**src/design/srpt_pkg.sv**
```systemverilog
// ---------------------------------------------------------------------------
// srpt_pkg: shared types and constants for the sorted recent post table
// Table depth, field widths, word layouts and controller/datapath links.
// ---------------------------------------------------------------------------
`default_nettype none

package srpt_pkg;

  localparam int MAX_POSTS = 20;
  localparam int IDX_W     = $clog2(MAX_POSTS);
  localparam int CNT_W     = $clog2(MAX_POSTS + 1);

  localparam int TIME_W    = 32;
  localparam int HANDLE_W  = 16;
  localparam int POS_W     = 5;
  localparam int HELD_W    = 5;

  localparam int IN_W      = 48;
  localparam int OUT_W     = 16;
  localparam int OUT_PAD   = OUT_W - 1 - POS_W - HELD_W;

  typedef struct packed {
    logic [HANDLE_W-1:0]      handle;
    logic signed [TIME_W-1:0] stamp;
  } entry_t;

  // controller -> datapath
  typedef struct packed {
    logic start;   // latch new word, issue first read
    logic scan;    // one compare/move step
    logic place;   // write new entry, load result
  } dp_cmd_t;

  // datapath -> controller
  typedef struct packed {
    logic empty;      // table holds nothing
    logic scan_stop;  // insertion point found this cycle
    logic out_free;   // result register can take a word
  } dp_stat_t;

endpackage

`default_nettype wire

```
**src/design/sorted_recent_post_table.sv**
```systemverilog
// Sequence: an accept step, then a scan over up to the held count of entries
//   (none on an empty table), then a place step that loads the result word.
// Input: a new word is taken only in idle, once the previous one is placed;
//   the scan walks the single read port of the entry memory one entry a cycle.
// Reset: synchronous, active low; clears the entry count, FSM and result
//   valid. Table contents are not cleared; only held entries are ever scanned.
// ---------------------------------------------------------------------------
// sorted_recent_post_table: timestamp-ordered table of recent posts
// Keeps up to MAX_POSTS (timestamp, handle) entries in ascending time order
// and reports, per post, whether it was kept, where, and the new fill count.
// ---------------------------------------------------------------------------
`default_nettype none

module sorted_recent_post_table
  import srpt_pkg::*;
(
  input  wire logic             clk,
  input  wire logic             rst_n,
  // input channel
  input  wire logic             in_tvalid,
  output logic                  in_tready,
  input  wire logic [IN_W-1:0]  in_tdata,   // [31:0] timestamp (signed), [47:32] post_handle
  // result channel
  output logic                  out_tvalid,
  input  wire logic             out_tready,
  output logic [OUT_W-1:0]      out_tdata   // [0] accepted, [5:1] position,
                                            // [10:6] held_count, [15:11] zero
);

  // Flow per word:
  //  - partial table: walk down from the newest entry, moving each entry
  //    whose time is >= the new one up by one slot, stop at the first older
  //    entry; the new post lands just above it (ahead of equal times).
  //  - full table: walk up from the oldest, moving each strictly older entry
  //    down one slot (the oldest falls off); stop at the first entry not
  //    older. If that is the oldest itself the post is rejected.
  //  - the place cycle writes the new entry and loads the result word; it
  //    waits there while a previous result has not been taken.

  dp_cmd_t  cmd;
  dp_stat_t stat;

  srpt_ctrl u_ctrl (
    .clk       (clk),
    .rst_n     (rst_n),
    .in_tvalid (in_tvalid),
    .in_tready (in_tready),
    .cmd       (cmd),
    .stat      (stat)
  );

  srpt_dp u_dp (
    .clk        (clk),
    .rst_n      (rst_n),
    .in_tdata   (in_tdata),
    .cmd        (cmd),
    .stat       (stat),
    .out_tvalid (out_tvalid),
    .out_tready (out_tready),
    .out_tdata  (out_tdata)
  );

endmodule

`default_nettype wire

```
**src/design/srpt_dp.sv**
```systemverilog
// ---------------------------------------------------------------------------
// srpt_dp: table datapath
// Entry memory, scan cursor, compare, shift moves and the result register.
// ---------------------------------------------------------------------------
`default_nettype none

module srpt_dp
  import srpt_pkg::*;
(
  input  wire logic             clk,
  input  wire logic             rst_n,
  input  wire logic [IN_W-1:0]  in_tdata,
  input  wire dp_cmd_t          cmd,
  output dp_stat_t              stat,
  output logic                  out_tvalid,
  input  wire logic             out_tready,
  output logic [OUT_W-1:0]      out_tdata
);

  entry_t                   mem [MAX_POSTS];
  entry_t                   rd_data_r;

  logic [CNT_W-1:0]         count_r;
  logic                     out_valid_r;
  logic [OUT_W-1:0]         out_data_r;

  logic signed [TIME_W-1:0] when_r;
  logic [HANDLE_W-1:0]      handle_r;
  logic                     full_r;
  logic                     ok_r;
  logic [IDX_W-1:0]         cur_r;
  logic [IDX_W-1:0]         place_r;

  logic [IDX_W-1:0]         cur_inc, cur_dec, last_idx, start_addr, step_addr, rd_addr;
  logic [IDX_W-1:0]         scan_place, wr_addr;
  logic                     hit, at_edge, reject, move_en, wr_en;
  entry_t                   wr_data;
  logic [CNT_W-1:0]         count_nxt;

  assign cur_inc    = IDX_W'(cur_r + 1'b1);
  assign cur_dec    = IDX_W'(cur_r - 1'b1);
  assign last_idx   = IDX_W'(count_r - 1'b1);
  assign start_addr = (count_r == CNT_W'(MAX_POSTS)) ? '0 : last_idx;

  // full table walks up from the oldest, otherwise down from the newest
  assign hit     = full_r ? (when_r > $signed(rd_data_r.stamp))
                          : ($signed(rd_data_r.stamp) >= when_r);
  assign at_edge = full_r ? (cur_r == last_idx) : (cur_r == '0);
  assign reject  = full_r && !hit && (cur_r == '0);

  assign step_addr  = full_r ? cur_inc : cur_dec;
  assign rd_addr    = cmd.start ? start_addr : step_addr;
  assign scan_place = full_r ? (hit ? cur_r : cur_dec)
                             : (hit ? '0 : cur_inc);

  assign move_en = cmd.scan && hit && (!full_r || (cur_r != '0));
  assign wr_en   = move_en || (cmd.place && ok_r);
  assign wr_addr = move_en ? (full_r ? cur_dec : cur_inc) : place_r;
  assign wr_data = move_en ? rd_data_r : entry_t'{handle: handle_r, stamp: when_r};

  assign count_nxt = full_r ? count_r : CNT_W'(count_r + 1'b1);

  assign stat.empty     = (count_r == '0);
  assign stat.scan_stop = !hit || at_edge;
  assign stat.out_free  = !out_valid_r || out_tready;

  assign out_tvalid = out_valid_r;
  assign out_tdata  = out_data_r;

  // entry memory: one write port, one registered read port
  always_ff @(posedge clk) begin
    rd_data_r <= mem[rd_addr];
    if (wr_en) begin
      mem[wr_addr] <= wr_data;
    end
  end

  always_ff @(posedge clk) begin
    if (!rst_n) begin
      count_r     <= '0;
      out_valid_r <= 1'b0;
    end else if (cmd.place) begin
      count_r     <= count_nxt;
      out_valid_r <= 1'b1;
    end else if (out_tready) begin
      out_valid_r <= 1'b0;
    end
  end

  always_ff @(posedge clk) begin
    if (cmd.start) begin
      when_r   <= $signed(in_tdata[TIME_W-1:0]);
      handle_r <= in_tdata[TIME_W +: HANDLE_W];
      full_r   <= (count_r == CNT_W'(MAX_POSTS));
      ok_r     <= 1'b1;
      place_r  <= '0;
      cur_r    <= start_addr;
    end else if (cmd.scan) begin
      cur_r <= step_addr;
      if (stat.scan_stop) begin
        place_r <= scan_place;
        ok_r    <= !reject;
      end
    end
    if (cmd.place) begin
      out_data_r <= {{OUT_PAD{1'b0}}, HELD_W'(count_nxt),
                     (ok_r ? POS_W'(place_r) : POS_W'(0)), ok_r};
    end
  end

`ifndef SYNTHESIS
  a_count_bound: assert property (@(posedge clk) disable iff (!rst_n)
    count_r <= CNT_W'(MAX_POSTS))
    else $error("entry count above table depth");

  a_grow: assert property (@(posedge clk) disable iff (!rst_n)
    cmd.place && !full_r |=> count_r == CNT_W'($past(count_r) + 1'b1))
    else $error("count did not grow on insert into partial table");

  a_full_hold: assert property (@(posedge clk) disable iff (!rst_n)
    cmd.place && full_r |=> count_r == $past(count_r))
    else $error("count changed on full table");

  a_cursor: assert property (@(posedge clk) disable iff (!rst_n)
    cmd.scan |-> (CNT_W'(cur_r) < count_r))
    else $error("scan cursor outside held entries");
`endif

endmodule

`default_nettype wire

```
**src/design/srpt_ctrl.sv**
```systemverilog
// ---------------------------------------------------------------------------
// srpt_ctrl: sequencing FSM
// Accepts a word, runs the scan, then places the entry and loads the result.
// ---------------------------------------------------------------------------
`default_nettype none

module srpt_ctrl
  import srpt_pkg::*;
(
  input  wire logic     clk,
  input  wire logic     rst_n,
  input  wire logic     in_tvalid,
  output logic          in_tready,
  output dp_cmd_t       cmd,
  input  wire dp_stat_t stat
);

  typedef enum logic [1:0] {
    S_IDLE,
    S_SCAN,
    S_PLACE
  } state_t;

  state_t state_r;
  logic   accept;

  assign in_tready = (state_r == S_IDLE);
  assign accept    = in_tvalid && in_tready;

  assign cmd.start = accept;
  assign cmd.scan  = (state_r == S_SCAN);
  assign cmd.place = (state_r == S_PLACE) && stat.out_free;

  always_ff @(posedge clk) begin
    if (!rst_n) begin
      state_r <= S_IDLE;
    end else begin
      case (state_r)
        S_IDLE: begin
          if (accept) begin
            state_r <= stat.empty ? S_PLACE : S_SCAN;
          end
        end
        S_SCAN: begin
          if (stat.scan_stop) begin
            state_r <= S_PLACE;
          end
        end
        S_PLACE: begin
          if (stat.out_free) begin
            state_r <= S_IDLE;
          end
        end
        default: begin
          state_r <= S_IDLE;
        end
      endcase
    end
  end

endmodule

`default_nettype wire
```
**config.mk**
```make
export PLATFORM = sky130hd
export DESIGN_NAME = sorted_recent_post_table
export DESIGN_NICKNAME = d
export VERILOG_FILES = /design/src/design/srpt_pkg.sv /design/src/design/sorted_recent_post_table.sv /design/src/design/srpt_dp.sv /design/src/design/srpt_ctrl.sv
export SDC_FILE = /design/constraint.sdc
export NUM_CORES = 1
export LEC_CHECK = 0
export CORE_AREA = 2 2 249 251
export CTS_BUF_LIST = sky130_fd_sc_hd__clkbuf_8
export DETAILED_ROUTE_END_ITERATION = 7
export DIE_AREA = 0 0 251 253
export DONT_BUFFER_PORTS = 1
export GPL_TIMING_DRIVEN = 0
export PLACE_DENSITY = 0.66
export SETUP_SLACK_MARGIN = 0.4
export SLEW_MARGIN = 20
export SYNTH_ARGS = -nofsm -noshare
export SYNTH_HDL_FRONTEND = slang
export SYNTH_SLANG_ARGS = --single-unit
```
**constraint.sdc**
```tcl
create_clock -name clk -period 15.3 [get_ports clk]
set_input_delay 0.765 -clock clk [delete_from_list [all_inputs] [get_ports clk]]
set_output_delay 0.765 -clock clk [all_outputs]
set_load 0.03 [all_outputs]
```
Word level (Yosys, flattened, before mapping)

Memories as Yosys holds them, arrays and structs flattened. A register that Yosys moved wholly into a read port is not among the register bits.
Index checks and enable logic that the tools add are counted.

Memories: 1
Bits in registers: 79
Output and inout bits: 18
RAM bits: 960
Bits of input ports: 52
Logic and storage cells: 71

Equal/unequal tests: 7
Add/sub/neg operators: 4
Mux-type cells: 23
$lt $le $gt $ge: 2
Reductions and logical operators: 23

Memories:

| memory   | words | bits a word | read ports | clocked after memory_dff | write ports | RTL line      | source |
|---|---|---|---|---|---|---|---|
| u_dp.mem | 20    | 48          | 1          | 1                        | 1           | srpt_dp.sv:20 | `entry_t mem [MAX_POSTS];` |

Operator list:

| cell                                                 | number |
|---|---|
| 2-to-1 mux 5 bit                                     | 11 |
| 2-to-1 mux 48 bit                                    | 1 |
| >= comparator 32 bit                                 | 1 |
| greater-than comparator 32 bit                       | 1 |
| adder 5 x 1 -> 5 bit (second input constant)         | 2 |
| logical NOT 5 bit                                    | 2 |
| subtractor 5 x 1 -> 5 bit (second input constant)    | 2 |
| 2-to-1 mux 2 bit                                     | 4 |
| logical AND 1 bit                                    | 7 |
| 2-to-1 mux 1 bit                                     | 6 |
| one-hot mux 2 bit (3 select lines)                   | 1 |
| equality test 5 bit                                  | 1 |
| equality test 5 bit (second input constant)          | 1 |
| nonzero test 5 bit                                   | 1 |
| logical NOT 1 bit                                    | 4 |
| logical OR 1 bit                                     | 4 |
| != test 2 bit (second input constant)                | 2 |
| nonzero test 2 bit                                   | 2 |
| AND reduction 3 bit                                  | 1 |
| equality test 2 x 1 -> 1 bit (second input constant) | 1 |
| equality test 2 bit (second input constant)          | 1 |
| logical NOT 2 bit                                    | 1 |
| != test 2 x 1 -> 1 bit (second input constant)       | 1 |
| AND reduction 2 bit                                  | 1 |

Depth between registers and ports, before layout

Depth after elaboration: 7
Gate-level depth with buffers: 15
Depth with buffers taken out: 15

Modules after synthesis

A second synthesis with hierarchy kept.

Cells, all modules: 2086
Area, all modules: 30274.0 um^2

Modules (own cells, without submodules):

| module    | cells an instance | instances | area each (um^2) |
|---|---|---|---|
| srpt_dp   | 2070              | 1         | 30137.7 |
| srpt_ctrl | 16                | 1         | 136.4 |

Worst setup path before layout

Ideal clock, no wire load.

Kind: register to register
Start: register u_dp.when_r[25]
End: memory u_dp.mem[12][0] in the netlist's numbering (enable)
Slack: 10.021 ns
Stages on the path, launching flop included: 14
Library setup time: 0.421 ns
Arrival time: 4.858 ns
Buffers on the path: 0
Required time: 14.879 ns
Cell sequence: edfxtp_1 -> ha_1 -> nand4_1 -> nor3_1 -> nand4_1 -> or3_1 -> a21o_1 -> a31o_2 -> ha_1 -> nand2_1 -> a21oi_1 -> mux2i_1 -> or3b_2 -> nor2_1

Longest elaborated chain between the ends: 7
Elaborated cells on any way between the ends: 9
Classes of those cells: order compare: 2; mux: 4; reduce/logical: 3

RTL lines:

| element                                                                       | RTL line                     | source |
|---|---|---|
| start, declared                                                               | srpt_dp.sv:27                | `logic signed [TIME_W-1:0] when_r;` |
| start signal, assigned                                                        | srpt_dp.sv:92                | `when_r <= $signed(in_tdata[TIME_W-1:0]);` |
| >= comparator 32 bit / greater-than comparator 32 bit (equally long branches) | srpt_dp.sv:47, srpt_dp.sv:46 |  |
| 2-to-1 mux 1 bit (*)                                                          | srpt_dp.sv:46                | `assign hit = full_r ? (when_r > $signed(rd_data_r.stamp))` |
| logical AND 1 bit (*) (2 in series)                                           | srpt_dp.sv:56                | `assign move_en = cmd.scan && hit && (!full_r \|\| (cur_r != '0));` |
| logical OR 1 bit                                                              | srpt_dp.sv:57                | `assign wr_en = move_en \|\| (cmd.place && ok_r);` |
| 2-to-1 mux 1 bit                                                              | srpt_dp.sv:73                | `if (wr_en) begin` |
| 2-to-1 mux 1 bit (implied by the code)                                        | srpt_dp.sv:74                | `mem[wr_addr] <= wr_data;` |
| end, declared                                                                 | srpt_dp.sv:20                |  |

Every way passes the cells marked *; elsewhere a longest branch is shown, timed or not.

Worst setup path in the final report

Start: register u_dp.when_r[30]
End: memory u_dp.mem[2][14] in the netlist's numbering (enable)

The elaborated chain is that of the path after synthesis.

==> results.yml <==
worst_hold_path:
  hp-class: "primary input to flip-flop"
timing:
  hold_viol: 0
  period_needed_ps: 6770
  rsz0062_at_grt: "false"
  clock.fmax_ghz: 0.148
  finalCritPeriodShare_pct: 44.2
  whs_ps: 127
  final.setup_skew_ps: 31.3
  worst_pin_slew_ps: 1030
  setup_viol: 0
  slew_violations: 0
  timing.setup.tns_ps: 0
  maxSlewHeadroom_pct: 31.1
clocking:
  path_clk_slew_ps: 60
  cts_buffers: 114
  clock_latency_ps: 750
  hold_buffers: 0
  clock_sinks: 735
  root_buffer: "clkbuf_8"
  cts_buffer_depth: 3
  htreeDepth: 3
  cts-resized-gates: 0
  postCtsSetupRepairBufs: 0
  tritoncts: "done"
run_status:
  status: "completed"
synth:
  yosysUniqueCellTypes: 70
  synth_top_area_share_pct: 68.5
  ys_warn_count: 0
  netlist_top_cells_area: "edfxtp_1, mux2i_1, nand2_1, dfxtp_1, mux4_2"
  synth_seq_area_share_pct: 71.5
  ys.flop_type: "edfxtp_1"
  synth_top_area_cell: "edfxtp_1"
  ys_seq_elements: 735
  netlist_area_mm2: 0.0302
  synth_edf_count: 689
  synthesis.instances: 1973
  synth_area_per_cell_um2: 15.3
  async_flop_share_pct: 0
global_route:
  grt_pass1_vias: 17125
  antenna_found_initial: 2
  grt_pass1_wl_mm: 109
  grt_max_degree: 43
  grt.total_usage_pct: 23.3
  grt-ovfl-total: 0
power:
  pwr-share-seq_pct: 47.3
  p_sw_w: 0.00150
  switching_share_pct: 29.6
  p_int_w: 0.00355
  power_leakage_nw: 12.0
  power_frac_comb_pct: 22.0
  powerDensity_mw_per_mm2: 148
  ir_drop_uv: 98.8
  clock_power_share_pct: 30.7
floorplanning:
  die_y_um: 253
  num_rows: 91
  io_pins: 70
  die_w_um: 251
  core_mm2: 0.0610
  die_area_mm2: 0.0635
  start_util_pct: 49.5
worst_setup_path:
  cp-end-kind: "flip-flop"
  cp_max_fo: 18
  slowest_delay_ps: 820
  cpMaxStageDelayCell: "clkbuf_1"
  crit_chain: "ha_1, nand3_1, nor3_1, nand4_1, or3_1, a21o_1, a31o_2, ha_1, nand2_1, a21oi_1, clkbuf_1, a32o_1, nand2_1, nor2_4, buf_12"
  required_ps: 15720
  worstPathArrival_ps: 7180
  cp-start-kind: "flip-flop"
  critPathKind: "flip-flop to flip-flop"
route:
  met3_length_mm: 5.55
  topRoutingLayerUsed: "met4"
  drt_pre_antenna_iters: 5
  wl_met1_mm: 30.3
  met2_length_mm: 34.8
  ant_nets: 0
  wl_per_cell_um: 24.2
  vias: 17216
  drtIter0Drc: 1636
  routed_via_density: 5.73
  drc: 0
  totalWireLength_mm: 72.6
placement:
  gp_congestion: 0.839
  numPortBuffers: 0
  hpwl_mm: 48.5
  place_area_mm2: 0.0319
finish:
  layout-drive-gt1-share_pct: 15.7
  nets: 2208
  area_growth_pct: 12.7
  design_area_mm2: 0.0340
run:
  maxCapViolations: 0
## power by group through the flow
stage,clock [W],combinational (W),sequential (W)
floorplan,0,0.000750,0.00241
global placement,0,0.00107,0.00243
detailed placement,0,0.00110,0.00243
CTS,0.00158,0.00111,0.00239
global route,0.00167,0.00121,0.00239
finish,0.00155,0.00111,0.00239
## metrics by stage
| step | util (%) | instances | setup WS, ps | power (W) |
|---|---|---|---|---|
| after floorplan | - | 1977 | 10020 | 0.00316 |
| after CTS | 55.8 | 3002 | 8600 | 0.00508 |
| after detailed placement | 52.2 | 2790 | 8680 | 0.00353 |
| after global routing | 55.8 | 3004 | 8370 | 0.00527 |
| final | 55.8 | 3004 | 8530 | 0.00505 |
| after global placement | 51.1 | 2767 | 6560 | 0.00349 |
## final timing paths
kind	from	endpoint	slack, ps	depth (start not counted)
setup / recovery	u_dp.when_r[30]	u_dp.mem[2][14]	8530	15
hold / removal	in_tdata[9]	u_dp.when_r[9]	130	0
setup reg to reg	u_dp.when_r[30]	u_dp.mem[2][14]	8530	15
hold reg to reg	u_dp.place_r[3]	u_dp.place_r[3]	500	2
## state kept, by name (all words and copies together) (netlist names)
register,cells
u_dp.rd_data_r,32
u_dp.cur_r,5
u_dp.full_r,1
u_dp.place_r,5
u_dp.mem,640
u_dp.when_r,32
u_dp.count_r,5
u_dp.out_tdata,11
u_dp.ok_r,1
u_dp.out_tvalid,1
u_ctrl.state_r,2
## layout make-up
cell class,count,area [µm²]
repair buffers,23,508
diodes,2,5.00
fillers,4778,27000
multi-input cells,1080,7900
clock buffers,125,1720
well taps,790,988
plain buffers,111,674
flip-flops and latches,735,21600
inverters,51,194
clock inverters,87,443
## layer usage
metal  up-vias  global-route usage [%]
li1       7748                       -
met1      8617                    31.1
met2       711                    38.0
met3       140                    5.09
met4         0                    7.93
met5         -                       0
## logic make-up (layout without fill, tap and decap cells)
logic type / count (synthesis) / in the layout / synth area share (%)
buffers and inverters: 162 / 397 / 2.87
multiplexers: 266 / 266 / 10.5
AND/OR/NAND/NOR: 448 / 448 / 6.90
flip-flops: 735 / 735 / 71.5
adder cells (fa/ha/maj): 40 / 40 / 1.66
other: 1 / 7 / 0.0124
XOR/XNOR: 15 / 15 / 0.480
AO/OA/AOI/OAI: 306 / 306 / 6.01
## worst max-delay path, delay by kind of cell (launching register included)
family,cells,cell delay [ps]
buf+inv,2,1090
simple gates,7,2730
compound gates,4,1320
flops,1,420
fa+ha+maj,2,840
## cell usage in the layout (no fill, tap or decap), types with 14 or more instances in the layout
cell,netlist,routed
a21oi_1,143,143
buf_2,31,30
mux2_2,59,59
edfxtp_1,689,689
nor2_4,0,20
a21o_1,14,14
ha_1,40,40
nor2_1,34,14
mux2i_1,138,138
mux2_1,37,37
nand2_1,274,274
dfxtp_1,46,46
nand2b_1,38,38
o22a_1,33,33
o21ai_1,32,33
buf_12,5,19
inv_1,48,96
o21ai_0,45,44
nand4_1,40,40
clkbuf_1,48,48
clkbuf_8,0,125
clkinv_1,0,20
mux4_2,32,32
## Yosys cell counts, drive strengths merged (7+ instances only)
| cell type | number |
|---|---|
| edfxtp | 689 |
| nand2 | 274 |
| a21oi | 143 |
| mux2i | 138 |
| mux2 | 96 |
| o21ai | 78 |
| buf | 63 |
| inv | 51 |
| clkbuf | 48 |
| dfxtp | 46 |
| ha | 40 |
| nand4 | 40 |
| nand2b | 38 |
| nor2 | 34 |
| o22a | 33 |
| mux4 | 32 |
| a21o | 14 |
| xnor2 | 10 |
| nor2b | 9 |
| and2 | 7 |
Note: power is estimated with default switching activity, not from simulation.
